[src/vkt_pkg.sv]
`timescale 1ns / 1ps
// vkt_pkg: shared types and constants of the velocity key tracker
// depends on nothing
package vkt_pkg;

    localparam logic       KIND_SAMPLE   = 1'b0;
    localparam logic       KIND_DISPATCH = 1'b1;
    localparam logic       EV_UP         = 1'b0;
    localparam logic       EV_DOWN       = 1'b1;
    localparam logic [1:0] LVL_OPEN      = 2'd0;
    localparam logic [1:0] LVL_FIRST     = 2'd1;
    localparam logic [1:0] LVL_BOTH      = 2'd2;
    localparam logic [6:0] VEL_MAX       = 7'd127;
    localparam logic [4:0] MAX_OUT       = 5'd16;
    localparam logic [15:0] SCALE_RST    = 16'd1000;
    localparam logic [7:0]  DELAY_RST    = 8'd10;
    localparam logic        REG_SCALE    = 1'b0;
    localparam logic        REG_DELAY    = 1'b1;

    typedef enum logic [1:0] {
        PH_OPEN      = 2'd0,
        PH_PRESSED   = 2'd1,
        PH_SUSTAINED = 2'd2
    } t_phase;

    typedef struct packed {
        logic        kind;
        logic [5:0]  key;
        logic [1:0]  level;
        logic        pedal_down;
        logic [31:0] now_ms;
    } t_in_item;

    typedef struct packed {
        logic       event_res;
        logic [5:0] event_key;
        logic [6:0] velocity;
        logic       last;
    } t_out_item;

    // classified command between front and back
    typedef struct packed {
        logic        dispatch;
        logic [5:0]  key;
        logic [1:0]  level;
        logic        pedal;
        logic [31:0] now;
    } t_cmd;

    typedef struct packed {
        logic        valid;
        t_cmd        cmd;
    } t_cmd_if;

    typedef struct packed {
        logic [1:0]  level;
        t_phase      phase;
        logic [31:0] start;
    } t_key_rec;

    typedef struct packed {
        logic [5:0]  key;
        logic [6:0]  vel;
        logic [31:0] due;
    } t_pend;

endpackage

[src/vkt_ram.sv]
`timescale 1ns / 1ps
// vkt_ram: generic single write, single read ram with registered read data
// depends on nothing
module vkt_ram #(
    parameter int WIDTH = 8,
    parameter int DEPTH = 16,
    localparam int AW = (DEPTH > 1) ? $clog2(DEPTH) : 1
) (
    input  logic             i_clk,
    input  logic             i_we,
    input  logic [AW-1:0]    i_waddr,
    input  logic [WIDTH-1:0] i_wdata,
    input  logic [AW-1:0]    i_raddr,
    output logic [WIDTH-1:0] o_rdata
);
    logic [WIDTH-1:0] r_mem [DEPTH];
    logic [WIDTH-1:0] r_rdata;

    always_ff @(posedge i_clk) begin
        if (i_we) begin
            r_mem[i_waddr] <= i_wdata;
        end
        r_rdata <= r_mem[i_raddr];
    end

    assign o_rdata = r_rdata;
endmodule

[src/vkt_div.sv]
`timescale 1ns / 1ps
// vkt_div: 16 bit by 32 bit restoring divider, one quotient bit per cycle
// depends on vkt_pkg
module vkt_div
    import vkt_pkg::*;
(
    input  logic        i_clk,
    input  logic        i_rst_n,
    input  logic        i_start,
    input  logic [15:0] i_num,
    input  logic [31:0] i_den,
    output logic        o_done,
    output logic [15:0] o_quot
);
    logic        r_busy, n_busy;
    logic        r_done, n_done;
    logic [3:0]  r_cnt, n_cnt;
    logic [31:0] r_rem, n_rem;
    logic [15:0] r_num, n_num;
    logic [15:0] r_quot, n_quot;
    logic [31:0] r_den, n_den;
    logic [32:0] rem_sh;
    logic        fits;

    always_comb begin
        rem_sh = {r_rem, r_num[15]};
        fits   = rem_sh >= {1'b0, r_den};
        n_busy = r_busy;
        n_done = 1'b0;
        n_cnt  = r_cnt;
        n_rem  = r_rem;
        n_num  = r_num;
        n_quot = r_quot;
        n_den  = r_den;
        if (i_start) begin
            n_busy = 1'b1;
            n_cnt  = '0;
            n_rem  = '0;
            n_num  = i_num;
            n_den  = i_den;
            n_quot = '0;
        end else if (r_busy) begin
            n_rem  = fits ? 32'(rem_sh - {1'b0, r_den}) : rem_sh[31:0];
            n_quot = {r_quot[14:0], fits};
            n_num  = {r_num[14:0], 1'b0};
            n_cnt  = r_cnt + 4'd1;
            if (r_cnt == 4'd15) begin
                n_busy = 1'b0;
                n_done = 1'b1;
            end
        end
    end

    always_ff @(posedge i_clk) begin
        if (!i_rst_n) begin
            r_busy <= 1'b0;
            r_done <= 1'b0;
            r_cnt  <= '0;
        end else begin
            r_busy <= n_busy;
            r_done <= n_done;
            r_cnt  <= n_cnt;
        end
        r_rem  <= n_rem;
        r_num  <= n_num;
        r_quot <= n_quot;
        r_den  <= n_den;
    end

    assign o_done = r_done;
    assign o_quot = r_quot;
endmodule

[src/vkt_front.sv]
`timescale 1ns / 1ps
// vkt_front: accepts words, drops out-of-range keys, folds level three,
// and holds commands in a two-entry queue; depends on vkt_pkg
module vkt_front
    import vkt_pkg::*;
#(
    parameter int KEY_COUNT = 64
) (
    input  logic     i_clk,
    input  logic     i_rst_n,
    input  logic     i_start,
    input  t_in_item i_item,
    output logic     o_busy,
    output t_cmd_if  o_head,
    input  logic     i_pop
);
    t_cmd       r_mem [2];
    logic       r_wp, r_rp;
    logic [1:0] r_cnt;
    logic       accept, keep, push;
    t_cmd       cmd;

    always_comb begin
        cmd.dispatch = (i_item.kind == KIND_DISPATCH);
        cmd.key      = i_item.key;
        cmd.level    = (i_item.level == 2'd3) ? LVL_BOTH : i_item.level;
        cmd.pedal    = i_item.pedal_down;
        cmd.now      = i_item.now_ms;
        accept = i_start && !o_busy;
        keep   = cmd.dispatch || (32'(i_item.key) < 32'(KEY_COUNT));
        push   = accept && keep;
    end

    always_ff @(posedge i_clk) begin
        if (!i_rst_n) begin
            r_wp  <= 1'b0;
            r_rp  <= 1'b0;
            r_cnt <= '0;
        end else begin
            if (push) begin
                r_wp <= !r_wp;
            end
            if (i_pop) begin
                r_rp <= !r_rp;
            end
            r_cnt <= r_cnt + 2'(push) - 2'(i_pop);
        end
        if (push) begin
            r_mem[r_wp] <= cmd;
        end
    end

    assign o_busy       = (r_cnt == 2'd2);
    assign o_head.valid = (r_cnt != 2'd0);
    assign o_head.cmd   = r_mem[r_rp];
endmodule

[src/vkt_back.sv]
`timescale 1ns / 1ps
// vkt_back: sequencer for key state updates, velocity and the pending queue
// depends on vkt_pkg, vkt_ram, vkt_div
module vkt_back
    import vkt_pkg::*;
#(
    parameter int KEY_COUNT   = 64,
    parameter int QUEUE_DEPTH = 16
) (
    input  logic        i_clk,
    input  logic        i_rst_n,
    input  t_cmd_if     i_head,
    output logic        o_pop,
    input  logic [15:0] i_scale,
    input  logic [7:0]  i_delay,
    output logic        o_valid,
    output t_out_item   o_result
);
    localparam int KAW = (KEY_COUNT > 1) ? $clog2(KEY_COUNT) : 1;
    localparam int QAW = (QUEUE_DEPTH > 1) ? $clog2(QUEUE_DEPTH) : 1;
    localparam int CW  = $clog2(QUEUE_DEPTH + 1);
    localparam int KRW = $bits(t_key_rec);
    localparam int PW  = $bits(t_pend);

    typedef enum logic [5:0] {
        S_IDLE  = 6'b000001,
        S_KRD   = 6'b000010,
        S_DIV   = 6'b000100,
        S_ENQ   = 6'b001000,
        S_QSCAN = 6'b010000,
        S_QEND  = 6'b100000
    } t_state;

    t_state              r_state;
    t_cmd                r_cmd;
    logic [KEY_COUNT-1:0] r_kvalid;
    logic [CW-1:0]       r_count, r_i, r_w;
    logic [4:0]          r_n;
    logic                r_hold_v;
    t_pend               r_hold;
    logic [6:0]          r_vel;
    logic [31:0]         r_due;
    logic                r_out_v;
    t_out_item           r_out;

    logic [KAW-1:0]      k_raddr, r_kaddr;
    logic [KRW-1:0]      k_rdata;
    logic                k_we;
    t_key_rec            k_wrec, rec;
    logic [QAW-1:0]      q_raddr, q_waddr;
    logic [PW-1:0]       q_rdata;
    logic                q_we;
    t_pend               q_wdata, ent;

    logic [31:0] travel, new_start;
    logic        strike, keyup, emit, scan_end, div_go, div_done;
    t_phase      new_phase;
    logic [15:0] quot;

    vkt_ram #(.WIDTH(KRW), .DEPTH(KEY_COUNT)) u_key_ram (
        .i_clk   (i_clk),
        .i_we    (k_we),
        .i_waddr (r_kaddr),
        .i_wdata (k_wrec),
        .i_raddr (k_raddr),
        .o_rdata (k_rdata)
    );

    vkt_ram #(.WIDTH(PW), .DEPTH(QUEUE_DEPTH)) u_pend_ram (
        .i_clk   (i_clk),
        .i_we    (q_we),
        .i_waddr (q_waddr),
        .i_wdata (q_wdata),
        .i_raddr (q_raddr),
        .o_rdata (q_rdata)
    );

    vkt_div u_div (
        .i_clk   (i_clk),
        .i_rst_n (i_rst_n),
        .i_start (div_go),
        .i_num   (i_scale),
        .i_den   (travel),
        .o_done  (div_done),
        .o_quot  (quot)
    );

    always_comb begin
        // an untouched key reads as open with an invalid start
        rec     = r_kvalid[r_kaddr] ? t_key_rec'(k_rdata) : '0;
        travel  = r_cmd.now - rec.start;
        strike  = (r_cmd.level == LVL_BOTH) && (rec.level != LVL_BOTH);
        new_start = rec.start;
        if (r_cmd.level == LVL_OPEN) begin
            new_start = '0;
        end else if (r_cmd.level == LVL_FIRST && rec.level == LVL_OPEN) begin
            new_start = r_cmd.now;
        end
        new_phase = rec.phase;
        keyup     = strike && r_cmd.pedal;
        if (strike) begin
            new_phase = PH_PRESSED;
        end
        if (r_cmd.level == LVL_OPEN) begin
            if (r_cmd.pedal && rec.phase == PH_PRESSED) begin
                new_phase = PH_SUSTAINED;
            end
            if (!r_cmd.pedal && rec.phase != PH_OPEN) begin
                new_phase = PH_OPEN;
                keyup     = 1'b1;
            end
        end
        k_wrec.level = r_cmd.level;
        k_wrec.phase = new_phase;
        k_wrec.start = new_start;
        k_we    = (r_state == S_KRD);
        k_raddr = KAW'(i_head.cmd.key);
        div_go  = (r_state == S_KRD) && strike && rec.start != '0 && travel != '0;

        ent      = t_pend'(q_rdata);
        emit     = (r_n < MAX_OUT) && (ent.due <= r_cmd.now);
        scan_end = (CW'(r_i + CW'(1)) == r_count);
        q_raddr  = (r_state == S_QSCAN) ? QAW'(r_i + CW'(1)) : '0;
        q_we     = 1'b0;
        q_waddr  = QAW'(r_count);
        q_wdata.key = r_cmd.key;
        q_wdata.vel = r_vel;
        q_wdata.due = r_due;
        if (r_state == S_ENQ) begin
            q_we = (32'(r_count) < 32'(QUEUE_DEPTH));
        end else if (r_state == S_QSCAN && !emit) begin
            q_we    = 1'b1;
            q_waddr = QAW'(r_w);
            q_wdata = ent;
        end
        o_pop = (r_state == S_IDLE) && i_head.valid;
    end

    always_ff @(posedge i_clk) begin
        if (!i_rst_n) begin
            r_state  <= S_IDLE;
            r_kvalid <= '0;
            r_count  <= '0;
            r_hold_v <= 1'b0;
            r_out_v  <= 1'b0;
        end else begin
            r_out_v <= 1'b0;
            case (r_state)
                S_IDLE: begin
                    if (i_head.valid) begin
                        r_cmd   <= i_head.cmd;
                        r_kaddr <= KAW'(i_head.cmd.key);
                        r_i     <= '0;
                        r_w     <= '0;
                        r_n     <= '0;
                        if (!i_head.cmd.dispatch) begin
                            r_state <= S_KRD;
                        end else if (r_count != '0) begin
                            r_state <= S_QSCAN;
                        end
                    end
                end
                S_KRD: begin
                    r_kvalid[r_kaddr] <= 1'b1;
                    r_due <= r_cmd.now + (r_cmd.pedal ? 32'(i_delay) : 32'd0);
                    r_vel <= VEL_MAX;
                    if (keyup) begin
                        r_out_v <= 1'b1;
                        r_out   <= '{event_res: EV_UP, event_key: r_cmd.key,
                                     velocity: 7'd0, last: 1'b1};
                    end
                    if (!strike) begin
                        r_state <= S_IDLE;
                    end else if (div_go) begin
                        r_state <= S_DIV;
                    end else begin
                        r_state <= S_ENQ;
                    end
                end
                S_DIV: begin
                    if (div_done) begin
                        r_vel   <= (quot > 16'(VEL_MAX)) ? VEL_MAX : quot[6:0];
                        r_state <= S_ENQ;
                    end
                end
                S_ENQ: begin
                    if (q_we) begin
                        r_count <= r_count + CW'(1);
                    end
                    r_state <= S_IDLE;
                end
                S_QSCAN: begin
                    if (emit) begin
                        // hold one key-down back so the final one can carry last
                        if (r_hold_v) begin
                            r_out_v <= 1'b1;
                            r_out   <= '{event_res: EV_DOWN, event_key: r_hold.key,
                                         velocity: r_hold.vel, last: 1'b0};
                        end
                        r_hold   <= ent;
                        r_hold_v <= 1'b1;
                        r_n      <= r_n + 5'd1;
                    end else begin
                        r_w <= r_w + CW'(1);
                    end
                    if (scan_end) begin
                        r_state <= S_QEND;
                    end else begin
                        r_i <= r_i + CW'(1);
                    end
                end
                S_QEND: begin
                    r_count <= r_w;
                    if (r_hold_v) begin
                        r_out_v <= 1'b1;
                        r_out   <= '{event_res: EV_DOWN, event_key: r_hold.key,
                                     velocity: r_hold.vel, last: 1'b1};
                    end
                    r_hold_v <= 1'b0;
                    r_state  <= S_IDLE;
                end
                default: begin
                    r_state <= S_IDLE;
                end
            endcase
        end
    end

    assign o_valid  = r_out_v;
    assign o_result = r_out;
endmodule

[src/velocity_key_tracker.sv]
`timescale 1ns / 1ps
// velocity_key_tracker: a key sample passes the back end through S_IDLE and S_KRD; a
// strike goes on to S_ENQ, through S_DIV when it runs the divider; any key-up is registered
// in S_KRD. a dispatch ends in S_IDLE when the pending queue is empty, else S_QSCAN walks
// the queue and S_QEND sends the last key-down. a two-word command queue lets
// start be taken while the back end works. results appear one cycle each with
// o_valid and cannot be stalled. synchronous active-low reset clears key state and queue.
module velocity_key_tracker
    import vkt_pkg::*;
#(
    parameter int KEY_COUNT   = 64,
    parameter int QUEUE_DEPTH = 16
) (
    input  logic        i_clk,
    input  logic        i_rst_n,
    input  logic        start,
    input  t_in_item    i_item,
    output logic        busy,
    output logic        o_valid,
    output t_out_item   o_result,
    input  logic        psel,
    input  logic        penable,
    input  logic        pwrite,
    input  logic [2:0]  paddr,
    input  logic [31:0] pwdata,
    output logic [31:0] prdata,
    output logic        pready
);
    logic [15:0] r_scale;
    logic [7:0]  r_delay;
    t_cmd_if     head;
    logic        pop;

    always_ff @(posedge i_clk) begin
        if (!i_rst_n) begin
            r_scale <= SCALE_RST;
            r_delay <= DELAY_RST;
        end else if (psel && penable && pwrite) begin
            case (paddr[2])
                REG_SCALE: r_scale <= pwdata[15:0];
                REG_DELAY: r_delay <= pwdata[7:0];
                default:   r_scale <= r_scale;
            endcase
        end
    end

    assign prdata = (paddr[2] == REG_DELAY) ? 32'(r_delay) : 32'(r_scale);
    assign pready = 1'b1;

    vkt_front #(.KEY_COUNT(KEY_COUNT)) u_front (
        .i_clk   (i_clk),
        .i_rst_n (i_rst_n),
        .i_start (start),
        .i_item  (i_item),
        .o_busy  (busy),
        .o_head  (head),
        .i_pop   (pop)
    );

    vkt_back #(.KEY_COUNT(KEY_COUNT), .QUEUE_DEPTH(QUEUE_DEPTH)) u_back (
        .i_clk    (i_clk),
        .i_rst_n  (i_rst_n),
        .i_head   (head),
        .o_pop    (pop),
        .i_scale  (r_scale),
        .i_delay  (r_delay),
        .o_valid  (o_valid),
        .o_result (o_result)
    );
endmodule

[config.mk]
export PLATFORM = sky130hd
export DESIGN_NAME = velocity_key_tracker
export DESIGN_NICKNAME = d
export VERILOG_FILES = /design/src/vkt_pkg.sv /design/src/vkt_ram.sv /design/src/vkt_div.sv /design/src/vkt_front.sv /design/src/vkt_back.sv /design/src/velocity_key_tracker.sv
export SDC_FILE = /design/constraint.sdc
export NUM_CORES = 2
export LEC_CHECK = 0
export ABC_AREA = 0
export BUFFER_PORTS_ARGS = -buffer_cell sky130_fd_sc_hd__buf_4
export CAP_MARGIN = 20
export CORE_MARGIN = 2
export CORE_UTILIZATION = 35
export CTS_BUF_LIST = sky130_fd_sc_hd__clkbuf_8
export DETAILED_ROUTE_END_ITERATION = 8
export HOLD_SLACK_MARGIN = 0.03
export PLACE_DENSITY = 0.55
export SLEW_MARGIN = 10
export SYNTH_ARGS = -nofsm -noshare
export SYNTH_HDL_FRONTEND = slang
export SYNTH_SLANG_ARGS = --single-unit
export TNS_END_PERCENT = 1
[constraint.sdc]
create_clock -name i_clk -period 7.2 [get_ports i_clk]
set_input_delay 0.36 -clock i_clk [delete_from_list [all_inputs] [get_ports i_clk]]
set_output_delay 0.36 -clock i_clk [all_outputs]
set_load 0.1 [all_outputs]
==> results.toml <==
[final_layout]
fillers = 37900
layout.area.seq_um2 = 103000
drive_gt1_share_pct = 12.5
multiInputGateArea_um2 = 38000
final_area_um2 = 164000
syn_to_final_growth_pct = 14.6
nets = 11700
final_util_pct = 40.2

[place]
placed_cell_area_um2 = 152000
io_buffers = 97
gp_congestion = 0.827
hpwl_um = 234000

[timing]
drv_slew = 0
timing.hold.ws_ns = 0.217
rsz0062_at_grt = "false"
hold_viol_final = 0
fin_tns_setup_ns = 0
fin_skew_ns = 0.120
fin_crit_ns = 6.97
setup_viol = 0
maxSlewHeadroom_pct = 17.4
tightest_slew_ns = 1.23
fin_crit_sh_pct = 96.8
fmax_mhz = 144

[synthesis]
yosys_warnings = 0
synthMostInstantiatedCell = "edfxtp_1"
synth.distinct_cells = 80
synthTopCellsByArea = "edfxtp_1 (69%), nand2_1 (7.2%), nand3_1 (4.6%), dfxtp_1 (3.4%), a311oi_1 (2.4%)"
async_reset_ff_share_pct = 0
yosys.area.top_type = "edfxtp_1"
synthFlopType = "edfxtp_1"
synth_cells = 11100
synth_top_area_share_pct = 68.6
synth-seq-area-share_pct = 72.0
synth.cell_area_um2 = 143000
synthTopCellsByCount = "edfxtp_1 (3279), nand2_1 (2751), nand3_1 (1331)"
synth_edf_count = 3279
synth-seq-cells = 3520
syn_avg_cell_area_um2 = 12.9

[power]
power_density_nw_per_um2 = 341
p_clk_share_pct = 29.2
leakage_nw = 57.3
power_switching_w = 0.0193
power.total_w = 0.0561
p_int_w = 0.0367
p_comb_share_pct = 26.7
p_sw_share_pct = 34.5
p_seq_share_pct = 44.2
vdd_drop_max_mv = 0.225

[route]
wl_per_cell_um = 24.4
drt_wl_total_um = 426000
drt_iter0_markers = 9289
ant_nets = 0
via_count = 94000
vias_per_cell = 5.39
drc = 0
drtPass1Iterations = 6

[global_route]
grt_pass1_wl_um = 618000
grt_start_max_net_pins = 175
grt_pass1_vias = 92300
grt.overflow.total = 0
grt_usage_pct = 19.8
grt_antenna_before_repair = 14

[worst_setup_path]
cp_max_fo = 13
startpoint_type = "flip-flop"
end_kind = "flip-flop"
critPathBufInv = 5
crit_path_cell_trace = "buf_4 > nor2b_1 > buf_4 > a221o_1 > a221oi_1 > nor3b_1 > or4_4 > buf_12 > and2_1 > ha_1 > fa_1 > nand2b_1 > a21oi_2 > xor2_1 > or4_1 > a2111o_1 > a2111o_1 > or4_4 > nor4_2 > buf_4 > a31oi_4 > clkbuf_16 > mux2_2"
slowest_delay_ns = 0.54
critPathTopFamily = "simple AND/OR/NAND/NOR gates"
required_ns = 8.12
path_common_cell = "buf_4"
crit_type = "reg -> reg"
arrival_ns = 7.89
critPathSlowestCell = "or4_4"

[clock_network]
cts_buffer_depth = 4
insertion_delay_ns = 1.20
cts.sinks = 3520
numCtsBuffers = 586
clkSlewWorstSetupHoldPaths_ns = 0.06
cts_root_buf = "clkbuf_8"
cts_tree = "built"
ctsHtreeMaxLevel = 6

[floorplanning]
die_area_um2 = 415000
start_util_pct = 35.1
die_h_um = 644
core_area_um2 = 409000
dieWidth_um = 644
ios = 133
rows = 235

[status]
status = "completed"

[worst_hold_path]
hold_path_class = "in -> reg"

[job]
max_cap_violations = 0
## area by class of cell
class                      instances  share of cell area (%)
antenna                            9                  0.0137
tap                             5451                    4.15
inverter                         122                   0.297
timing repair buffer             554                    3.10
sequential                      3520                    62.8
clock inverter                   411                    1.29
multi-input combinational       6740                    23.1
clock buffer                     625                    5.23
## layer usage
layer	GRT usage, %	up-vias	part of all wire [%]
li1	-	42000	-
met1	26.6	47900	43
met2	33.2	3350	48
met3	2.70	704	6.3
met4	6.36	6	3.0
met5	0	-	0.0080
## power groups by stage
stage / combinational (W) / sequential (W) / clock [W]
global placement: 0.0145 / 0.0252 / 0
global route: 0.0162 / 0.0248 / 0.0176
CTS: 0.0148 / 0.0248 / 0.0167
finish: 0.0150 / 0.0248 / 0.0164
detailed placement: 0.0147 / 0.0252 / 0
floorplan: 0.00901 / 0.0250 / 0
## cells in the final DEF (no fill, tap or decap), types with 97 or more instances in the layout
cell type      instances
edfxtp_1            3279
nand2_1             2750
nand3_1             1330
clkbuf_8             625
a311oi_1             400
buf_4                362
inv_1                356
dfxtp_1              239
and3_1               237
a21oi_1              217
mux2_2               188
nor2_1               166
mux2i_1              162
o21ai_0              150
dlygate4sd3_1        143
a211oi_1             124
ha_1                 111
nor2_4                97
## worst paths after layout
check	start	to	slack, ns	depth (start not counted)
worst min-delay path	i_item[34]	u_front.r_mem[1][33]$_DFFE_PP_	0.22	3
worst min register to register	u_back.u_pend_ram.o_rdata[37]$_DFF_P_	u_back.r_hold[37]$_DFFE_PP_	0.39	0
worst max-delay path	u_back.r_cmd[35]$_DFFE_PP_	u_back.u_div.r_num[13]$_DFFE_PP_	0.23	23
worst max register to register	u_back.r_cmd[35]$_DFFE_PP_	u_back.u_div.r_num[13]$_DFFE_PP_	0.23	23
## flip-flops by register name, summed over array words and instances, names as in the netlist, 8 cells and up, named ones only
register,flops
u_back.u_key_ram.r_mem,2304
u_back.u_div.o_quot,16
u_back.o_result,15
u_back.u_pend_ram.r_mem,720
u_back.u_div.r_rem,32
r_scale,16
u_back.u_div.r_den,32
u_back.r_hold,13
r_delay,8
u_back.u_div.r_num,16
u_back.r_due,32
u_back.r_cmd,39
u_front.r_mem,84
u_back.r_kvalid,64
u_back.u_pend_ram.o_rdata,45
u_back.u_key_ram.o_rdata,36
## worst reg2reg max path: stages (launching register included)
cell,delay [ns]
edfxtp_1,0.42
buf_4,0.23
nor2b_1,0.16
buf_4,0.14
a221o_1,0.35
a221oi_1,0.30
nor3b_1,0.11
or4_4,0.54
buf_12,0.18
and2_1,0.22
ha_1,0.23
fa_1,0.41
nand2b_1,0.20
a21oi_2,0.16
xor2_1,0.10
or4_1,0.54
a2111o_1,0.44
a2111o_1,0.36
or4_4,0.54
nor4_2,0.27
buf_4,0.16
a31oi_4,0.20
clkbuf_16,0.27
mux2_2,0.27
## what timing repair did
action                     CTS  global route
hold buffers               143             0
gates resized for setup      1            11
hold endpoints to repair   117             0
pin swaps                    0             1
setup buffers                0             0
cloned                       0             2
setup endpoints to repair    1           112
## through the flow
step	worst slack [ns]	instances
after global routing	0.0233	17400
after global placement	-0.121	16200
final	0.231	17400
after floorplan	0.328	11100
after CTS	0.0346	17400
after detailed placement	-0.0212	16200
## logic make-up (layout without fill, tap and decap cells)
family          count (synthesis)  in the layout  share of synthesized area [%]
other cells                     2             26                        0.00523
mux                           375            375                           2.95
buf+inv                       864           1712                           2.32
flops                        3520           3520                           72.0
fa+ha+maj                     114            114                           1.01
xor+xnor                       85             85                          0.528
simple gates                 4874           4874                           14.8
compound gates               1275           1275                           6.37
Power figures use the tool's default switching activity.
